===== config.mk =====
export PLATFORM = sky130hd
export DESIGN_NAME = msi_vector_slot_allocator_top
export DESIGN_NICKNAME = d
export VERILOG_FILES = /design/src/msa_pkg.sv /design/src/msi_vector_slot_allocator_top.sv /design/src/msa_slot_ram.sv /design/src/msa_seq.sv
export SDC_FILE = /design/constraint.sdc
export NUM_CORES = 2
export LEC_CHECK = 0
export ABC_AREA = 1
export BUFFER_PORTS_ARGS = -buffer_cell sky130_fd_sc_hd__buf_2
export CAP_MARGIN = 30
export CORE_ASPECT_RATIO = 1.25
export CORE_MARGIN = 2
export CORE_UTILIZATION = 35
export DETAILED_ROUTE_END_ITERATION = 16
export PLACE_DENSITY = 0.57
export SLEW_MARGIN = 15
export SYNTH_ARGS = -nofsm -noshare
export SYNTH_HDL_FRONTEND = slang
export SYNTH_HIERARCHICAL = 1
export SYNTH_SLANG_ARGS = --single-unit

===== constraint.sdc =====
create_clock -name clock -period 9.1 [get_ports clock]
set_clock_uncertainty 0.05 [all_clocks]
set_input_delay 0 -clock clock [delete_from_list [all_inputs] [get_ports clock]]
set_output_delay 0 -clock clock [all_outputs]
set_load 0.01 [all_outputs]

===== src/msa_pkg.sv =====
package msa_pkg;

   localparam int SLOT_COUNT_DEF  = 16;
   localparam int BASE_VECTOR_DEF = 80;
   localparam int MAX_RESULTS     = 16;
   localparam int REL_CNT_W       = 5;

   localparam logic [3:0] TAG_MARK = 4'hD;
   localparam logic [7:0] CAP_MIN  = 8'h40;

   localparam logic MODE_CONFIGURE = 1'b0;
   localparam logic MODE_RELEASE   = 1'b1;

   typedef enum logic [2:0] {
      STAT_CONFIGURED = 3'd0,
      STAT_REJECTED   = 3'd1,
      STAT_FULL       = 3'd2,
      STAT_RELEASED   = 3'd3,
      STAT_NONE       = 3'd4
   } status_type;

   typedef enum logic [1:0] {
      ST_IDLE,
      ST_WALK,
      ST_FINISH
   } state_type;

   typedef struct packed {
      logic        mode;
      logic [63:0] process_id;
      logic [63:0] resource_id;
      logic        resource_is_msi;
      logic [63:0] resource_owner;
      logic [63:0] device_tag;
      logic [7:0]  cap_pointer;
   } req_type;

   typedef struct packed {
      logic [63:0] owner;
      logic [63:0] resource;
      logic [7:0]  bus;
      logic [4:0]  device;
      logic [2:0]  func;
      logic [7:0]  cap;
   } slot_rec_type;

   typedef struct packed {
      status_type  status;
      logic [7:0]  vector;
      logic [7:0]  bus;
      logic [4:0]  device;
      logic [2:0]  func;
      logic [7:0]  cap;
      logic        last;
   } rsp_type;

endpackage


===== src/msi_vector_slot_allocator_top.sv =====
// A rejected configure request goes from idle straight to the finish state; any other
// request walks the slot table one slot per cycle through the table memory's read port,
// and one request is in work at a time. A release request gives one result per freed
// slot as the walk finds them (at most MAX_RESULTS), or one STAT_NONE result if none.
// Results show for one cycle on rsp_strobe; the receiver cannot stall.
// Reset clears all slot active bits; slot contents stay unwritten until configured.
module msi_vector_slot_allocator_top #(
   parameter int SLOT_COUNT  = msa_pkg::SLOT_COUNT_DEF,
   parameter int BASE_VECTOR = msa_pkg::BASE_VECTOR_DEF
) (
   input  logic        clock,
   input  logic        reset,
   input  logic        start,
   output logic        busy,
   input  logic        req_mode,
   input  logic [63:0] req_process_id,
   input  logic [63:0] req_resource_id,
   input  logic        req_resource_is_msi,
   input  logic [63:0] req_resource_owner,
   input  logic [63:0] req_device_tag,
   input  logic [7:0]  req_cap_pointer,
   output logic        rsp_strobe,
   output logic [2:0]  rsp_status,
   output logic [7:0]  rsp_vector,
   output logic [7:0]  rsp_bus,
   output logic [4:0]  rsp_device,
   output logic [2:0]  rsp_function_res,
   output logic [7:0]  rsp_cap_offset,
   output logic        rsp_last
);

   localparam int IDX_W = (SLOT_COUNT > 1) ? $clog2(SLOT_COUNT) : 1;

   msa_pkg::req_type      req;
   msa_pkg::slot_rec_type ram_wr_data;
   msa_pkg::slot_rec_type ram_rd_data;
   logic                  ram_wr_en;
   logic                  ram_rd_en;
   logic [IDX_W-1:0]      ram_wr_addr;
   logic [IDX_W-1:0]      ram_rd_addr;
   logic                  emit_vld;
   msa_pkg::rsp_type      emit;
   logic                  strobe_ff;
   msa_pkg::rsp_type      rsp_ff;

   assign req = '{mode: req_mode, process_id: req_process_id,
                  resource_id: req_resource_id, resource_is_msi: req_resource_is_msi,
                  resource_owner: req_resource_owner, device_tag: req_device_tag,
                  cap_pointer: req_cap_pointer};

   msa_slot_ram #(
      .SLOT_COUNT(SLOT_COUNT)
   ) u_ram (
      .clock   (clock),
      .wr_en   (ram_wr_en),
      .wr_addr (ram_wr_addr),
      .wr_data (ram_wr_data),
      .rd_en   (ram_rd_en),
      .rd_addr (ram_rd_addr),
      .rd_data (ram_rd_data)
   );

   msa_seq #(
      .SLOT_COUNT  (SLOT_COUNT),
      .BASE_VECTOR (BASE_VECTOR)
   ) u_seq (
      .clock       (clock),
      .reset       (reset),
      .start       (start),
      .req         (req),
      .busy        (busy),
      .ram_wr_en   (ram_wr_en),
      .ram_wr_addr (ram_wr_addr),
      .ram_wr_data (ram_wr_data),
      .ram_rd_en   (ram_rd_en),
      .ram_rd_addr (ram_rd_addr),
      .ram_rd_data (ram_rd_data),
      .emit_vld    (emit_vld),
      .emit        (emit)
   );

   always_ff @(posedge clock) begin
      if (reset) begin
         strobe_ff <= 1'b0;
      end else begin
         strobe_ff <= emit_vld;
      end
   end

   always_ff @(posedge clock) begin
      if (emit_vld) begin
         rsp_ff <= emit;
      end
   end

   assign rsp_strobe       = strobe_ff;
   assign rsp_status       = rsp_ff.status;
   assign rsp_vector       = rsp_ff.vector;
   assign rsp_bus          = rsp_ff.bus;
   assign rsp_device       = rsp_ff.device;
   assign rsp_function_res = rsp_ff.func;
   assign rsp_cap_offset   = rsp_ff.cap;
   assign rsp_last         = rsp_ff.last;

`ifndef ASSERT_OFF
   a_rsp_needs_work: assert property (@(posedge clock) disable iff (reset)
      rsp_strobe |-> $past(busy))
      else $error("result without a request in work");

   a_accept_busy: assert property (@(posedge clock) disable iff (reset)
      start && !busy |=> busy)
      else $error("accepted request did not start");

   a_not_last_release: assert property (@(posedge clock) disable iff (reset)
      rsp_strobe && !rsp_last |-> rsp_status == msa_pkg::STAT_RELEASED)
      else $error("non-final result outside a release");

   a_table_write_busy: assert property (@(posedge clock) disable iff (reset)
      ram_wr_en |-> busy && !emit.last == 1'b0)
      else $error("table write outside a configure finish");
`endif

endmodule


===== src/msa_slot_ram.sv =====
module msa_slot_ram #(
   parameter int SLOT_COUNT = msa_pkg::SLOT_COUNT_DEF,
   localparam int IDX_W = (SLOT_COUNT > 1) ? $clog2(SLOT_COUNT) : 1
) (
   input  logic                 clock,
   input  logic                 wr_en,
   input  logic [IDX_W-1:0]     wr_addr,
   input  msa_pkg::slot_rec_type wr_data,
   input  logic                 rd_en,
   input  logic [IDX_W-1:0]     rd_addr,
   output msa_pkg::slot_rec_type rd_data
);

   msa_pkg::slot_rec_type mem [SLOT_COUNT];
   msa_pkg::slot_rec_type rd_data_ff;

   always_ff @(posedge clock) begin
      if (wr_en) begin
         mem[wr_addr] <= wr_data;
      end
   end

   always_ff @(posedge clock) begin
      if (rd_en) begin
         rd_data_ff <= mem[rd_addr];
      end
   end

   assign rd_data = rd_data_ff;

endmodule


===== src/msa_seq.sv =====
module msa_seq #(
   parameter int SLOT_COUNT  = msa_pkg::SLOT_COUNT_DEF,
   parameter int BASE_VECTOR = msa_pkg::BASE_VECTOR_DEF,
   localparam int IDX_W = (SLOT_COUNT > 1) ? $clog2(SLOT_COUNT) : 1,
   localparam int CNT_W = $clog2(SLOT_COUNT + 1)
) (
   input  logic                  clock,
   input  logic                  reset,
   input  logic                  start,
   input  msa_pkg::req_type      req,
   output logic                  busy,
   output logic                  ram_wr_en,
   output logic [IDX_W-1:0]      ram_wr_addr,
   output msa_pkg::slot_rec_type ram_wr_data,
   output logic                  ram_rd_en,
   output logic [IDX_W-1:0]      ram_rd_addr,
   input  msa_pkg::slot_rec_type ram_rd_data,
   output logic                  emit_vld,
   output msa_pkg::rsp_type      emit
);

   msa_pkg::state_type state_ff, state_in;
   logic [SLOT_COUNT-1:0] active_ff, active_in;
   logic [CNT_W-1:0] rd_cnt_ff, rd_cnt_in, rd_cnt_nxt;
   logic issue_ff, issue_in;
   logic cmp_vld_ff, cmp_vld_in;
   logic [IDX_W-1:0] cmp_idx_ff, cmp_idx_in;
   logic rej_ff, rej_in;
   logic found_ff, found_in;
   logic [IDX_W-1:0] pick_ff, pick_in;
   logic free_found_ff, free_found_in;
   logic [IDX_W-1:0] free_idx_ff, free_idx_in;
   logic pend_vld_ff, pend_vld_in;
   msa_pkg::rsp_type pend_ff, pend_in;
   logic [msa_pkg::REL_CNT_W-1:0] rel_cnt_ff, rel_cnt_in;

   logic mode_ff;
   logic [63:0] pid_ff;
   logic [63:0] rid_ff;
   logic [7:0] bus_ff;
   logic [4:0] dev_ff;
   logic [2:0] fn_ff;
   logic [7:0] cap_ff;

   logic accept;
   logic req_ok;
   logic slot_act;
   logic own_hit;
   logic [IDX_W-1:0] wr_idx;

   function automatic logic [7:0] vec_of(input logic [IDX_W-1:0] idx);
      vec_of = 8'(BASE_VECTOR) + 8'(idx);
   endfunction

   assign busy   = (state_ff != msa_pkg::ST_IDLE);
   assign accept = start && !busy;
   assign req_ok = req.resource_is_msi && (req.resource_owner == req.process_id) &&
                   (req.device_tag[63:60] == msa_pkg::TAG_MARK) &&
                   (req.cap_pointer >= msa_pkg::CAP_MIN);

   assign rd_cnt_nxt = rd_cnt_ff + CNT_W'(1);
   assign slot_act   = active_ff[cmp_idx_ff];
   assign own_hit    = slot_act && (ram_rd_data.owner == pid_ff);
   assign wr_idx     = found_ff ? pick_ff : free_idx_ff;

   always_ff @(posedge clock) begin
      if (reset) begin
         state_ff      <= msa_pkg::ST_IDLE;
         active_ff     <= '0;
         rd_cnt_ff     <= '0;
         issue_ff      <= 1'b0;
         cmp_vld_ff    <= 1'b0;
         rej_ff        <= 1'b0;
         found_ff      <= 1'b0;
         free_found_ff <= 1'b0;
         pend_vld_ff   <= 1'b0;
         rel_cnt_ff    <= '0;
      end else begin
         state_ff      <= state_in;
         active_ff     <= active_in;
         rd_cnt_ff     <= rd_cnt_in;
         issue_ff      <= issue_in;
         cmp_vld_ff    <= cmp_vld_in;
         rej_ff        <= rej_in;
         found_ff      <= found_in;
         free_found_ff <= free_found_in;
         pend_vld_ff   <= pend_vld_in;
         rel_cnt_ff    <= rel_cnt_in;
      end
   end

   always_ff @(posedge clock) begin
      cmp_idx_ff  <= cmp_idx_in;
      pick_ff     <= pick_in;
      free_idx_ff <= free_idx_in;
      pend_ff     <= pend_in;
      if (accept) begin
         mode_ff <= req.mode;
         pid_ff  <= req.process_id;
         rid_ff  <= req.resource_id;
         bus_ff  <= req.device_tag[15:8];
         dev_ff  <= req.device_tag[7:3];
         fn_ff   <= req.device_tag[2:0];
         cap_ff  <= req.cap_pointer;
      end
   end

   always_comb begin
      state_in      = state_ff;
      active_in     = active_ff;
      rd_cnt_in     = rd_cnt_ff;
      issue_in      = issue_ff;
      cmp_vld_in    = 1'b0;
      cmp_idx_in    = cmp_idx_ff;
      rej_in        = rej_ff;
      found_in      = found_ff;
      pick_in       = pick_ff;
      free_found_in = free_found_ff;
      free_idx_in   = free_idx_ff;
      pend_vld_in   = pend_vld_ff;
      pend_in       = pend_ff;
      rel_cnt_in    = rel_cnt_ff;
      ram_wr_en     = 1'b0;
      ram_wr_addr   = wr_idx;
      ram_wr_data   = '{owner: pid_ff, resource: rid_ff, bus: bus_ff, device: dev_ff,
                        func: fn_ff, cap: cap_ff};
      ram_rd_en     = 1'b0;
      ram_rd_addr   = rd_cnt_ff[IDX_W-1:0];
      emit_vld      = 1'b0;
      emit          = '{status: msa_pkg::STAT_NONE, vector: 8'd0, bus: 8'd0, device: 5'd0,
                        func: 3'd0, cap: 8'd0, last: 1'b1};

      case (state_ff)
         msa_pkg::ST_IDLE: begin
            if (accept) begin
               rd_cnt_in     = '0;
               issue_in      = 1'b1;
               found_in      = 1'b0;
               free_found_in = 1'b0;
               pend_vld_in   = 1'b0;
               rel_cnt_in    = '0;
               rej_in        = (req.mode == msa_pkg::MODE_CONFIGURE) && !req_ok;
               state_in      = rej_in ? msa_pkg::ST_FINISH : msa_pkg::ST_WALK;
            end
         end

         msa_pkg::ST_WALK: begin
            // issue the next read while comparing the one returned
            if (issue_ff) begin
               ram_rd_en  = 1'b1;
               rd_cnt_in  = rd_cnt_nxt;
               issue_in   = (rd_cnt_nxt != CNT_W'(SLOT_COUNT));
               cmp_vld_in = 1'b1;
               cmp_idx_in = rd_cnt_ff[IDX_W-1:0];
            end
            if (cmp_vld_ff) begin
               if (!issue_ff) begin
                  state_in = msa_pkg::ST_FINISH;
               end
               if (mode_ff == msa_pkg::MODE_CONFIGURE) begin
                  if (own_hit && (ram_rd_data.resource == rid_ff)) begin
                     found_in   = 1'b1;
                     pick_in    = cmp_idx_ff;
                     state_in   = msa_pkg::ST_FINISH;
                     issue_in   = 1'b0;
                     cmp_vld_in = 1'b0;
                  end else if (!slot_act && !free_found_ff) begin
                     free_found_in = 1'b1;
                     free_idx_in   = cmp_idx_ff;
                  end
               end else if (own_hit) begin
                  active_in[cmp_idx_ff] = 1'b0;
                  // flush the previous freed slot; it is not the final one
                  if (pend_vld_ff) begin
                     emit_vld = 1'b1;
                     emit     = pend_ff;
                  end
                  pend_vld_in = 1'b1;
                  pend_in     = '{status: msa_pkg::STAT_RELEASED, vector: vec_of(cmp_idx_ff),
                                  bus: ram_rd_data.bus, device: ram_rd_data.device,
                                  func: ram_rd_data.func, cap: ram_rd_data.cap,
                                  last: 1'b0};
                  rel_cnt_in  = rel_cnt_ff + msa_pkg::REL_CNT_W'(1);
                  if (rel_cnt_ff == msa_pkg::REL_CNT_W'(msa_pkg::MAX_RESULTS - 1)) begin
                     state_in   = msa_pkg::ST_FINISH;
                     issue_in   = 1'b0;
                     cmp_vld_in = 1'b0;
                  end
               end
            end
         end

         msa_pkg::ST_FINISH: begin
            emit_vld = 1'b1;
            state_in = msa_pkg::ST_IDLE;
            issue_in = 1'b0;
            if (mode_ff == msa_pkg::MODE_RELEASE) begin
               if (pend_vld_ff) begin
                  emit      = pend_ff;
                  emit.last = 1'b1;
               end
               pend_vld_in = 1'b0;
            end else if (rej_ff) begin
               emit.status = msa_pkg::STAT_REJECTED;
            end else if (found_ff || free_found_ff) begin
               ram_wr_en         = 1'b1;
               active_in[wr_idx] = 1'b1;
               emit = '{status: msa_pkg::STAT_CONFIGURED, vector: vec_of(wr_idx),
                        bus: bus_ff, device: dev_ff, func: fn_ff, cap: cap_ff, last: 1'b1};
            end else begin
               emit.status = msa_pkg::STAT_FULL;
            end
         end

         default: begin
            state_in = msa_pkg::ST_IDLE;
         end
      endcase
   end

endmodule


==> flow_summary.yaml <==
status:
  outcome: "complete, no violations"
detailed_routing:
  drc: 0
  detail_route.wl_per_cell_um: 20.3
  firstDrtPassIters: 6
  ant_nets: 0
  drt_wl_total_um: 322000
  via_per_inst: 4.85
  vias: 77092
  drt_iter0_drc: 6038
global_route:
  grt-busiest-layer: "met2"
  antenna_found_initial: 22
  met1_usage_pct: 24.0
  grt_util_all_layers_pct: 18.1
  grt_pass1_wl_um: 474000
  use_met3_pct: 2.30
  grt_remaining_overflow: 0
  grt_util_met2_pct: 31.2
  grt_max_degree: 182
  grt_pass1_vias: 72499
sta:
  setup_tns_ns: 0
  fin_crit_sh_pct: 55.2
  finalSetupViolCount: 0
  max_freq_ghz: 0.199
  maxSlewHeadroom_pct: 17.0
  tightest_slew_ns: 1.25
  rsz0062_at_grt: "no"
  min_period_ns: 5.03
  hold_viol_final: 0
  slew_viol_final: 0
setup_path:
  cp_max_fo: 41
  end_kind: "register"
  r2r_end: "u_ram/mem[7][43]"
  required_ns: 9.54
  timing.rr.start: "u_seq/state_ff[0]"
  rrSetupSlack_ns: 4.07
  r2r_cells: 9
  cp.arrival_ns: 5.47
  path_class: "register to register"
  startpoint_type: "register"
placement:
  dp_cells: 15058
  hpwl_um: 159000
  dpl_cell_area_sq_mm: 0.125
  gp_congestion: 0.801
  io_buffer_count: 262
clock_tree:
  cts.sinks: 2848
  cts_tree: "yes"
  clk_latency_ns: 0.89
  htree_levels: 5
  clock-root-buffer: "clkbuf_16"
  cts_buffers: 290
  clkTransAtPathRegs_ns: 0.06
  cts_setup_buffers: 0
  cts_buffer_depth: 4
final_layout:
  post-route-util_pct: 40.4
  stdcell_area_sq_mm: 0.137
  drive_above_1_share_pct: 7.94
  syn_to_final_growth_pct: 15.1
  final_nets: 11480
  finalNonFillerCells: 15885
synth:
  synth.top_cells.by_count: "nand2_1, edfxtp_1, nand3_1"
  synth_area_sq_mm: 0.119
  synth_top_area_share_pct: 71.0
  synth.most_common_cell: "nand2_1"
  syn_avg_cell_area_sq_um: 11.1
  synthTopCellsByArea: "edfxtp_1, nand2_1, nand3_1, inv_1, buf_2"
  synth_top_cell_by_area: "edfxtp_1"
  synthCells: 10734
  yosysWarnings: 6
  yosysUniqueCellTypes: 48
  synth_sequential_area_ratio_pct: 71.5
  async_reset_ff_share_pct: 0
  synth_enable_flop_cells: 2813
  ys_seq_elements: 2848
  synth_ff_type: "edfxtp_1"
floorplanning:
  fp.dieW_um: 526
  dieArea_sq_mm: 0.345
  fp-row-count: 239
  pin_count: 307
  core_sq_mm: 0.339
  die_h_um: 656
  start_util_pct: 35.1
power:
  power.total_uw: 28300
  power_density_mw_per_mm2: 207
  cellLeakagePower_uw: 0.0536
  ir_drop_v: 0.000140
flow_run:
  maxCapViolations: 0
hold_path:
  holdPathStages: 12
  min_to: "u_seq/state_ff[0]"
  min-delay-path-class: "primary input to register"
  holdCritStartpoint: "req_resource_owner[53]"
report_power, final:
part	internal, uW	switching [uW]
clock	6760	4920
sequential	14900	393
combinational	430	945
total	22000	6260
through the flow:
step / hold WS (ns) / setup WS [ns]
floorplan: 0.0169 / 0.281
global placement: 0.128 / 4.07
detailed placement: 0.128 / 4.08
CTS: 0.0121 / 4.06
global route: 0.0447 / 3.89
finish: 0.0250 / 4.07
worst max path at each step:
stage	start	end	slack [ns]	depth (start not counted)
finish	u_seq/state_ff[0]	u_ram/mem[7][43]	4.07	9
global route	u_seq/state_ff[0]	u_ram/mem[7][43]	3.89	9
CTS	u_seq/state_ff[0]	u_ram/mem[7][43]	4.06	9
detailed placement	u_seq/state_ff[0]	u_ram/mem[7][36]	4.08	9
global placement	u_seq/state_ff[0]	u_ram/mem[4][45]	4.07	8
floorplan	u_seq/state_ff[0]	u_ram/mem[12][0]	0.28	8
placed cells by master (no fill, tap or decap), drive strengths merged, types with 2 or more instances in the layout:
master | synthesis | layout
nand3b | 2 | 2
xor2 | 35 | 35
nand3 | 1796 | 1796
inv | 1229 | 1234
clkbuf | 125 | 356
buf | 407 | 398
and2 | 5 | 5
o21ai | 35 | 35
a21oi | 59 | 59
nor2 | 191 | 191
o211ai | 3 | 3
edfxtp | 2813 | 2813
clkinvlp | 0 | 5
bufinv | 0 | 22
a22oi | 3 | 3
ha | 7 | 7
dfxtp | 35 | 35
clkinv | 1 | 119
xnor2 | 85 | 85
nand2 | 3794 | 3794
nor3 | 28 | 28
conb | 1 | 2
or2 | 55 | 55
a32oi | 2 | 2
dlygate4sd3 | 0 | 311
diode | 0 | 9
nand4 | 16 | 16
critical path: stages (launching register included):
cell and delay, ns:
dfxtp_1 0.33, inv_1 0.10, ha_1 0.57, inv_1 0.52, nor3_2 0.26, buf_4 0.50
nand3b_1 0.41, nor2_4 0.19, buf_4 0.72, buf_4 0.80
flip-flops by register name (all words and copies together) (netlist names), 5 cells and up:
name / flops
u_seq/bus_ff: 8
u_seq/cap_ff: 8
u_seq/active_ff: 16
u_seq/pend_ff: 28
rsp_cap_offset: 8
rsp_vector: 8
u_ram/rd_data: 152
rsp_device: 5
u_seq/pid_ff: 64
u_ram/mem: 2432
u_seq/rid_ff: 64
rsp_bus: 8
u_seq/rel_cnt_ff: 5
u_seq/dev_ff: 5
u_seq/rd_cnt_ff: 5
cell type report:
class / instances / area [sq um]
multi-input combinational: 6125 / 26600
timing repair buffer: 709 / 5810
sequential: 2848 / 85200
tap: 4458 / 5580
fill: 31722 / 202000
inverter: 1230 / 4680
clock buffer: 356 / 7870
antenna: 9 / 22.5
clock inverter: 150 / 1290
kinds of logic (layout without fill, tap and decap cells):
group                    Yosys count  after routing  share of synthesized area, %
AND/OR/NAND/NOR                 5888           5888                          20.7
flip-flops                      2848           2848                          71.5
buffers and inverters           1762           2445                          6.24
XOR/XNOR                         120            120                         0.883
AO/OA/AOI/OAI                    108            108                         0.513
adder cells (fa/ha/maj)            7              7                        0.0736
other                              1             11                       0.00315
layer usage:
| metal | vias to the layer above | wire length, um |
|---|---|---|
| li1 | 36548 | - |
| met1 | 37988 | 137000 |
| met2 | 2114 | 159000 |
| met3 | 432 | 17800 |
| met4 | 10 | 7970 |
| met5 | - | 62 |
what timing repair did:
action / in CTS / in global routing
endpoints found under the hold margin: 219 / 0
hold buffers: 311 / 0
gates resized for setup: 0 / 0
(Power assumes the default switching activity.)
